## src/rtl/core/swrs_pkg.sv

```systemverilog
// package: types, command codes and status codes of the record stack
`default_nettype none

package swrs_pkg;

    localparam logic [2:0] OPC_PUSH  = 3'd0;
    localparam logic [2:0] OPC_POP   = 3'd1;
    localparam logic [2:0] OPC_CLEAR = 3'd2;
    localparam logic [2:0] OPC_PEEK  = 3'd3;
    localparam logic [2:0] OPC_SCAN  = 3'd4;

    localparam logic [1:0] ST_OK    = 2'd0;
    localparam logic [1:0] ST_EMPTY = 2'd1;
    localparam logic [1:0] ST_FULL  = 2'd2;

    localparam int QUEUE_DEPTH = 2;
    localparam int QPTR_W      = 1;
    localparam int QCNT_W      = 2;

    typedef enum logic [2:0] {
        CMD_PUSH,
        CMD_POP,
        CMD_CLEAR,
        CMD_PEEK,
        CMD_SCAN,
        CMD_NOP
    } cmd_e;

    typedef enum logic [1:0] {
        BK_IDLE,
        BK_READ,
        BK_SCAN,
        BK_CLOSE
    } back_state_e;

    typedef struct packed {
        logic [2:0]         opcode;
        logic [63:0]        entry_name;
        logic [7:0]         entry_kind;
        logic signed [31:0] entry_value;
        logic signed [31:0] range_low;
        logic signed [31:0] range_high;
    } in_t;

    typedef struct packed {
        logic [1:0]         status;
        logic               has_entry;
        logic [63:0]        out_name;
        logic [7:0]         out_kind;
        logic signed [31:0] out_value;
        logic               is_last;
    } out_t;

    typedef struct packed {
        logic [63:0]        name;
        logic [7:0]         kind;
        logic signed [31:0] value;
    } record_t;

    typedef struct packed {
        cmd_e               kind;
        record_t            rec;
        logic signed [31:0] range_low;
        logic signed [31:0] range_high;
    } cmd_t;

endpackage

`default_nettype wire

```

## src/rtl/core/swrs_front.sv

```systemverilog
// front end: request intake and opcode classification
`default_nettype none

module swrs_front (
    input  wire logic          s_valid,
    output logic               s_ready,
    input  wire swrs_pkg::in_t s_data,
    output logic               q_valid,
    input  wire logic          q_ready,
    output swrs_pkg::cmd_t     q_data
);

    always_comb begin
        q_data.rec.name   = s_data.entry_name;
        q_data.rec.kind   = s_data.entry_kind;
        q_data.rec.value  = s_data.entry_value;
        q_data.range_low  = s_data.range_low;
        q_data.range_high = s_data.range_high;
        case (s_data.opcode)
            swrs_pkg::OPC_PUSH: begin
                q_data.kind = swrs_pkg::CMD_PUSH;
            end
            swrs_pkg::OPC_POP: begin
                q_data.kind = swrs_pkg::CMD_POP;
            end
            swrs_pkg::OPC_CLEAR: begin
                q_data.kind = swrs_pkg::CMD_CLEAR;
            end
            swrs_pkg::OPC_PEEK: begin
                q_data.kind = swrs_pkg::CMD_PEEK;
            end
            swrs_pkg::OPC_SCAN: begin
                q_data.kind = swrs_pkg::CMD_SCAN;
            end
            default: begin
                q_data.kind = swrs_pkg::CMD_NOP;
            end
        endcase
    end

    assign q_valid = s_valid;
    assign s_ready = q_ready;

endmodule

`default_nettype wire

```

## src/rtl/core/swrs_queue.sv

```systemverilog
// command queue between front end and execution back end
`default_nettype none

module swrs_queue (
    input  wire logic           aclk,
    input  wire logic           aresetn,
    input  wire logic           in_valid,
    output logic                in_ready,
    input  wire swrs_pkg::cmd_t in_data,
    output logic                out_valid,
    input  wire logic           out_ready,
    output swrs_pkg::cmd_t      out_data
);

    swrs_pkg::cmd_t                entry_reg [swrs_pkg::QUEUE_DEPTH];
    logic [swrs_pkg::QPTR_W-1:0]   wr_ptr_reg, wr_ptr_next;
    logic [swrs_pkg::QPTR_W-1:0]   rd_ptr_reg, rd_ptr_next;
    logic [swrs_pkg::QCNT_W-1:0]   count_reg, count_next;
    logic                          do_push, do_pop;

    assign in_ready  = (count_reg != swrs_pkg::QCNT_W'(swrs_pkg::QUEUE_DEPTH));
    assign out_valid = (count_reg != '0);
    assign out_data  = entry_reg[rd_ptr_reg];
    assign do_push   = in_valid && in_ready;
    assign do_pop    = out_valid && out_ready;

    always_comb begin
        wr_ptr_next = do_push ? wr_ptr_reg + 1'b1 : wr_ptr_reg;
        rd_ptr_next = do_pop ? rd_ptr_reg + 1'b1 : rd_ptr_reg;
        count_next  = count_reg;
        if (do_push && !do_pop) begin
            count_next = count_reg + 1'b1;
        end else if (do_pop && !do_push) begin
            count_next = count_reg - 1'b1;
        end
    end

    always_ff @(posedge aclk) begin
        if (!aresetn) begin
            wr_ptr_reg <= '0;
            rd_ptr_reg <= '0;
            count_reg  <= '0;
        end else begin
            wr_ptr_reg <= wr_ptr_next;
            rd_ptr_reg <= rd_ptr_next;
            count_reg  <= count_next;
        end
    end

    always_ff @(posedge aclk) begin
        if (do_push) begin
            entry_reg[wr_ptr_reg] <= in_data;
        end
    end

endmodule

`default_nettype wire

```

## src/rtl/core/swrs_back.sv

```systemverilog
// back end: record store, fill count, scan sequencer and result register
`default_nettype none

module swrs_back #(
    parameter int STACK_DEPTH = 8
) (
    input  wire logic           aclk,
    input  wire logic           aresetn,
    input  wire logic           q_valid,
    output logic                q_ready,
    input  wire swrs_pkg::cmd_t q_data,
    output logic                m_valid,
    input  wire logic           m_ready,
    output swrs_pkg::out_t      m_data
);

    localparam int CW = $clog2(STACK_DEPTH + 1);
    localparam int AW = (STACK_DEPTH > 1) ? $clog2(STACK_DEPTH) : 1;

    swrs_pkg::record_t      store_mem [STACK_DEPTH];
    swrs_pkg::record_t      rd_data_reg;

    swrs_pkg::back_state_e  state_reg, state_next;
    logic [CW-1:0]          fill_reg, fill_next;
    logic [AW-1:0]          idx_reg, idx_next;
    logic signed [31:0]     scan_lo_reg, scan_lo_next;
    logic signed [31:0]     scan_hi_reg, scan_hi_next;
    logic                   m_valid_reg, m_valid_next;
    swrs_pkg::out_t         out_reg, out_next;

    logic                   out_free;
    logic                   load_out;
    logic                   wr_en, rd_en;
    logic [AW-1:0]          wr_addr, rd_addr;
    logic [CW-1:0]          fill_dec;
    logic                   is_full, is_empty, hit;
    swrs_pkg::out_t         res;

    assign out_free = !m_valid_reg || m_ready;
    assign fill_dec = fill_reg - CW'(1);
    assign is_full  = (fill_reg == CW'(STACK_DEPTH));
    assign is_empty = (fill_reg == '0);
    assign hit      = (rd_data_reg.value > scan_lo_reg) && (rd_data_reg.value < scan_hi_reg);
    assign wr_addr  = fill_reg[AW-1:0];

    always_comb begin
        state_next   = state_reg;
        fill_next    = fill_reg;
        idx_next     = idx_reg;
        scan_lo_next = scan_lo_reg;
        scan_hi_next = scan_hi_reg;
        q_ready      = 1'b0;
        load_out     = 1'b0;
        wr_en        = 1'b0;
        rd_en        = 1'b0;
        rd_addr      = fill_dec[AW-1:0];
        res          = '0;
        res.status   = swrs_pkg::ST_OK;
        res.is_last  = 1'b1;
        case (state_reg)
            swrs_pkg::BK_IDLE: begin
                if (q_valid && out_free) begin
                    q_ready = 1'b1;
                    case (q_data.kind)
                        swrs_pkg::CMD_PUSH: begin
                            load_out = 1'b1;
                            if (is_full) begin
                                res.status = swrs_pkg::ST_FULL;
                            end else begin
                                wr_en     = 1'b1;
                                fill_next = fill_reg + CW'(1);
                            end
                        end
                        swrs_pkg::CMD_POP: begin
                            if (is_empty) begin
                                load_out   = 1'b1;
                                res.status = swrs_pkg::ST_EMPTY;
                            end else begin
                                fill_next  = fill_dec;
                                rd_en      = 1'b1;
                                state_next = swrs_pkg::BK_READ;
                            end
                        end
                        swrs_pkg::CMD_PEEK: begin
                            if (is_empty) begin
                                load_out   = 1'b1;
                                res.status = swrs_pkg::ST_EMPTY;
                            end else begin
                                rd_en      = 1'b1;
                                state_next = swrs_pkg::BK_READ;
                            end
                        end
                        swrs_pkg::CMD_CLEAR: begin
                            load_out  = 1'b1;
                            fill_next = '0;
                        end
                        swrs_pkg::CMD_SCAN: begin
                            if (is_empty) begin
                                load_out = 1'b1;
                            end else begin
                                rd_en        = 1'b1;
                                idx_next     = fill_dec[AW-1:0];
                                scan_lo_next = q_data.range_low;
                                scan_hi_next = q_data.range_high;
                                state_next   = swrs_pkg::BK_SCAN;
                            end
                        end
                        default: begin
                            load_out = 1'b1;
                        end
                    endcase
                end
            end
            swrs_pkg::BK_READ: begin
                if (out_free) begin
                    load_out      = 1'b1;
                    res.has_entry = 1'b1;
                    res.out_name  = rd_data_reg.name;
                    res.out_kind  = rd_data_reg.kind;
                    res.out_value = rd_data_reg.value;
                    state_next    = swrs_pkg::BK_IDLE;
                end
            end
            swrs_pkg::BK_SCAN: begin
                if (!hit || out_free) begin
                    if (hit) begin
                        load_out      = 1'b1;
                        res.has_entry = 1'b1;
                        res.out_name  = rd_data_reg.name;
                        res.out_kind  = rd_data_reg.kind;
                        res.out_value = rd_data_reg.value;
                        res.is_last   = 1'b0;
                    end
                    if (idx_reg == '0) begin
                        state_next = swrs_pkg::BK_CLOSE;
                    end else begin
                        idx_next = idx_reg - AW'(1);
                        rd_en    = 1'b1;
                        rd_addr  = idx_reg - AW'(1);
                    end
                end
            end
            swrs_pkg::BK_CLOSE: begin
                if (out_free) begin
                    load_out   = 1'b1;
                    state_next = swrs_pkg::BK_IDLE;
                end
            end
            default: begin
                state_next = swrs_pkg::BK_IDLE;
            end
        endcase
        out_next     = load_out ? res : out_reg;
        m_valid_next = load_out ? 1'b1 : (m_ready ? 1'b0 : m_valid_reg);
    end

    always_ff @(posedge aclk) begin
        if (!aresetn) begin
            state_reg   <= swrs_pkg::BK_IDLE;
            fill_reg    <= '0;
            m_valid_reg <= 1'b0;
        end else begin
            state_reg   <= state_next;
            fill_reg    <= fill_next;
            m_valid_reg <= m_valid_next;
        end
    end

    always_ff @(posedge aclk) begin
        idx_reg     <= idx_next;
        scan_lo_reg <= scan_lo_next;
        scan_hi_reg <= scan_hi_next;
        out_reg     <= out_next;
    end

    always_ff @(posedge aclk) begin
        if (wr_en) begin
            store_mem[wr_addr] <= q_data.rec;
        end
        if (rd_en) begin
            rd_data_reg <= store_mem[rd_addr];
        end
    end

    assign m_valid = m_valid_reg;
    assign m_data  = out_reg;

    a_fill_bound: assert property (@(posedge aclk) disable iff (!aresetn)
        fill_reg <= CW'(STACK_DEPTH))
        else $error("fill count above depth");

    a_write_not_full: assert property (@(posedge aclk) disable iff (!aresetn)
        wr_en |-> !is_full)
        else $error("write into full stack");

    a_scan_nonempty: assert property (@(posedge aclk) disable iff (!aresetn)
        (state_reg == swrs_pkg::BK_SCAN) |-> !is_empty)
        else $error("scan running on empty stack");

    a_no_entry_zero: assert property (@(posedge aclk) disable iff (!aresetn)
        (load_out && !res.has_entry) |->
            (res.out_name == '0 && res.out_kind == '0 && res.out_value == '0))
        else $error("record fields set without record");

    a_read_issued: assert property (@(posedge aclk) disable iff (!aresetn)
        (state_reg == swrs_pkg::BK_IDLE && state_next == swrs_pkg::BK_READ) |-> rd_en)
        else $error("read result without memory read");

endmodule

`default_nettype wire

```

## src/rtl/core/stack_with_range_scan_core.sv

```systemverilog
// top level of the record stack with range scan
// result path: push, clear, unused opcodes and refused requests pass the queue entry and
// the result register; pop and peek also pass the registered store read
// throughput: push and clear one request per cycle while results are taken; pop and peek
// hold the back end in a read state; a scan reads one record a cycle unless a hit stalls
// reset: synchronous active-low aresetn empties the stack and the request queue
`default_nettype none

module stack_with_range_scan_core #(
    parameter int STACK_DEPTH = 8
) (
    input  wire logic           aclk,
    input  wire logic           aresetn,
    input  wire logic           s_valid,
    output logic                s_ready,
    input  wire swrs_pkg::in_t  s_data,
    output logic                m_valid,
    input  wire logic           m_ready,
    output swrs_pkg::out_t      m_data
);

    logic           fq_valid, fq_ready;
    swrs_pkg::cmd_t fq_data;
    logic           qb_valid, qb_ready;
    swrs_pkg::cmd_t qb_data;

    swrs_front u_front (
        .s_valid (s_valid),
        .s_ready (s_ready),
        .s_data  (s_data),
        .q_valid (fq_valid),
        .q_ready (fq_ready),
        .q_data  (fq_data)
    );

    swrs_queue u_queue (
        .aclk      (aclk),
        .aresetn   (aresetn),
        .in_valid  (fq_valid),
        .in_ready  (fq_ready),
        .in_data   (fq_data),
        .out_valid (qb_valid),
        .out_ready (qb_ready),
        .out_data  (qb_data)
    );

    swrs_back #(
        .STACK_DEPTH (STACK_DEPTH)
    ) u_back (
        .aclk    (aclk),
        .aresetn (aresetn),
        .q_valid (qb_valid),
        .q_ready (qb_ready),
        .q_data  (qb_data),
        .m_valid (m_valid),
        .m_ready (m_ready),
        .m_data  (m_data)
    );

endmodule

`default_nettype wire

```

## config.mk

```make
export PLATFORM = sky130hd
export DESIGN_NAME = stack_with_range_scan_core
export DESIGN_NICKNAME = d
export VERILOG_FILES = /design/src/rtl/core/swrs_pkg.sv /design/src/rtl/core/swrs_front.sv /design/src/rtl/core/swrs_queue.sv /design/src/rtl/core/swrs_back.sv /design/src/rtl/core/stack_with_range_scan_core.sv
export SDC_FILE = /design/constraint.sdc
export NUM_CORES = 2
export LEC_CHECK = 0
export BUFFER_PORTS_ARGS = -buffer_cell sky130_fd_sc_hd__buf_4
export CAP_MARGIN = 10
export CORE_ASPECT_RATIO = 2
export CORE_MARGIN = 5
export CORE_UTILIZATION = 40
export DETAILED_ROUTE_END_ITERATION = 16
export PLACE_DENSITY = 0.58
export SYNTH_ARGS = -nofsm -noshare
export SYNTH_HDL_FRONTEND = slang
export SYNTH_SLANG_ARGS = --single-unit
export TNS_END_PERCENT = 100
```

## constraint.sdc

```tcl
create_clock -name aclk -period 24.1 [get_ports aclk]
set_clock_uncertainty 0.2 [all_clocks]
set_input_delay 2.41 -clock aclk [delete_from_list [all_inputs] [get_ports aclk]]
set_output_delay 2.41 -clock aclk [all_outputs]
set_load 0.03 [all_outputs]
```

==> impl_metrics.py <==
metrics = {
    "timing": {
        "maxSlewViolCount": 0,
        "layout_min_cycle_time_ns": 6.54,
        "setup_violations": 0,
        "hold_viol": 0,
        "worst_slew_pin_slew_ns": 1.20,
        "fmax_mhz": 153,
        "finalHoldWorstSlack_ns": 0.306,
        "post-route-period-util_pct": 27.1,
        "rsz0062_at_grt": "false",
        "fin_setup_tns_ns": 0,
        "relSlewSlack_pct": 19.8,
    },
    "logic_synthesis": {
        "synth-main-ff-cell": "edfxtp_1",
        "synth_simple_gate_area_share_pct": 2.28,
        "yosys.area_share.adder_pct": 1.59,
        "syn_area_um2": 57300,
        "synth_top_cell_by_area": "edfxtp_1",
        "synth_edf_count": 1453,
        "netlist_instances": 2965,
        "synth_compound_area_share_pct": 1.08,
        "async_reset_ff_share_pct": 0,
        "muxShareOfSynthArea_pct": 16.4,
        "syn_nets": 3213,
        "yosysWarnings": 0,
        "yosys.cell_types.count": 57,
        "ys_top_cells_by_area": "edfxtp_1 (76%), mux2i_1 (11%), mux2_2 (5.2%), ha_1 (1.6%), and2_1 (1.2%)",
        "synth_top_family_by_area": "multiplexers",
        "synth_xor_area_share_pct": 0.0764,
        "yosys_register_bits": 1465,
        "yosysSeqAreaShare_pct": 76.5,
        "syn_area_per_cell_um2": 19.3,
        "synth_top_area_share_pct": 76.1,
    },
    "drt": {
        "avgRoutedWirePerCell_um": 23.2,
        "drt_iter0_drc": 1515,
        "num_vias": 26720,
        "drt-total-wl_um": 123000,
        "vias_per_cell": 5.03,
        "drc": 0,
        "dr.pass1.iters": 5,
        "postRouteAntennaNets": 0,
    },
    "setup_path": {
        "crit_buf_inv": 3,
        "worst-path-stages": 14,
        "required_ns": 24.43,
        "cp-end-kind": "flip-flop",
        "rrSetupSlack_ns": 17.56,
        "crit_top_cell": "buf_4",
        "cp-startpoint": "u_back.rd_data_reg[17]",
        "crit_family": "buffers and inverters",
        "path_max_fanout": 60,
        "r2r_start": "u_back.rd_data_reg[17]",
        "crit_path_max_incr_delay_ns": 0.93,
        "worstSetupStartpointType": "flip-flop",
        "cp_cell_sequence": "ha_1 > a21oi_1 > o21ai_1 > a221oi_1 > o311ai_0 > o22a_1 > or2_1 > o211ai_1 > buf_4 > buf_4 > buf_4 > mux2i_1 > mux2i_1 > mux2_4",
        "reg2reg_depth": 14,
        "critPathKind": "flip-flop to flip-flop",
        "cp_slowest_cell": "buf_4",
        "critical_path_arrival_ns": 6.86,
    },
    "die": {
        "start_util_pct": 40.2,
        "die_w_um": 278,
        "die_h_um": 545,
        "rows": 196,
        "io_pins": 285,
        "fp.coreArea_um2": 142000,
        "dieArea_um2": 151000,
    },
    "layout": {
        "final_common_cell": "edfxtp_1",
        "ff_latch_area_um2": 43900,
        "multi_input_area_um2": 12400,
        "final_util_pct": 46.3,
        "nFillCells": 12116,
        "area_growth_syn_to_layout_pct": 15.0,
        "drive_gt1_share_pct": 24.5,
        "nets": 3574,
        "layout_common_cells": "edfxtp_1 (1453), mux2i_1 (629), buf_4 (333)",
        "largest_reg_flops": 832,
    },
    "placement": {
        "gp_congestion": 0.746,
        "port_buffers": 284,
        "dp_hpwl_um": 71200,
    },
    "power": {
        "p_per_area_nw_per_um2": 129,
        "p_leak_nw": 21.9,
        "ir_worst_vdd_mv": 0.193,
    },
    "status": {
        "status": "finished, final reports clean",
    },
    "clock_network": {
        "cts_max_path_buffers": 4,
        "post_cts_buffers": 0,
        "clk_latency_ns": 0.77,
        "cts_made_buffers": 141,
        "path_clk_slew_ns": 0.07,
        "cts.sink_count": 1465,
        "tritoncts": "done",
        "cts-root-buf": "clkbuf_16",
        "htreeDepth": 4,
        "ctsResizeCount": 0,
        "cts_hold_buf": 0,
    },
    "global_route": {
        "grt_pass1_vias": 28717,
        "grt_max_degree": 117,
        "grt_overflow": 0,
        "grt_usage_pct": 15.8,
        "grt_pass1_wl_um": 182000,
        "antenna_found_initial": 6,
    },
    "hold_path": {
        "min_path_cells": 2,
        "hp-class": "flip-flop to flip-flop",
        "hold_path.startpoint": "u_back.state_reg[0]",
    },
    "flow_run": {
        "maxCapViolCount": 0,
    },
}
-- final cells by class --
class	instances	area share, %
clock buffers	154	5.54
diodes	3	0.0114
inverters	81	0.461
well taps	1881	3.57
flip-flops and latches	1465	66.6
multi-input cells	1301	18.8
repair buffers	336	3.88
clock inverters	89	1.12
-- worst paths after layout --
kind	to
max	u_back.rd_data_reg[51]
min	u_back.state_reg[0]
max reg2reg	u_back.rd_data_reg[51]
min reg2reg	u_back.state_reg[0]
-- cell families (layout without fill, tap and decap cells) --
kind of cell               after synthesis  after routing
adders and majority gates               73             73
buffers and inverters                  199            660
and+or+nand+nor                        231            231
AOI/OAI and AO/OA                       90             90
muxes                                  902            902
xor gates and xnor gates                 5              5
DFF                                   1465           1465
other                                    0              3
-- synthesized netlist by cell type (10+ instances only) --
| library cell | number |
|---|---|
| clkbuf_1 | 35 |
| buf_6 | 41 |
| mux2_4 | 10 |
| nand2_1 | 28 |
| nand3_1 | 11 |
| and2_1 | 110 |
| o21ai_0 | 18 |
| buf_2 | 27 |
| ha_1 | 73 |
| mux2i_1 | 629 |
| nor2_1 | 32 |
| dfxtp_1 | 12 |
| a21oi_1 | 32 |
| mux2_2 | 263 |
| inv_1 | 81 |
| edfxtp_1 | 1453 |
-- per-layer routing --
layer / routed length (µm) / vias up / global-route usage, %
li1: - / 12235 / -
met1: 51800 / 13743 / 20.0
met2: 62900 / 532 / 28.1
met3: 5070 / 206 / 2.58
met4: 3630 / 4 / 4.87
met5: 27 / - / 0
-- stage by stage --
step | std cells | power [mW] | setup WS (ns) | instance area, µm²
after floorplan | 2965 | 5.87 | 12.92 | 57300
after global placement | 5063 | 6.48 | 16.93 | 61500
after detailed placement | 5063 | 6.52 | 16.87 | 61500
after CTS | 5306 | 8.68 | 17.49 | 65900
after global routing | 5308 | 8.94 | 17.23 | 65900
final | 5310 | 8.53 | 17.56 | 65900
-- where the power goes --
part | internal, mW | switching, mW | total, mW
clock | 1.20 | 0.937 | 2.13
combinational | 1.20 | 1.65 | 2.85
sequential | 3.41 | 0.135 | 3.54
total | 5.81 | 2.72 | 8.53
-- tightest hold or removal path, stage by stage (launching register included) --
cell,delay [ns]
dfxtp_1,0.34
nand2_1,0.07
a21oi_1,0.05
Note: power is estimated with default switching activity, not from simulation.
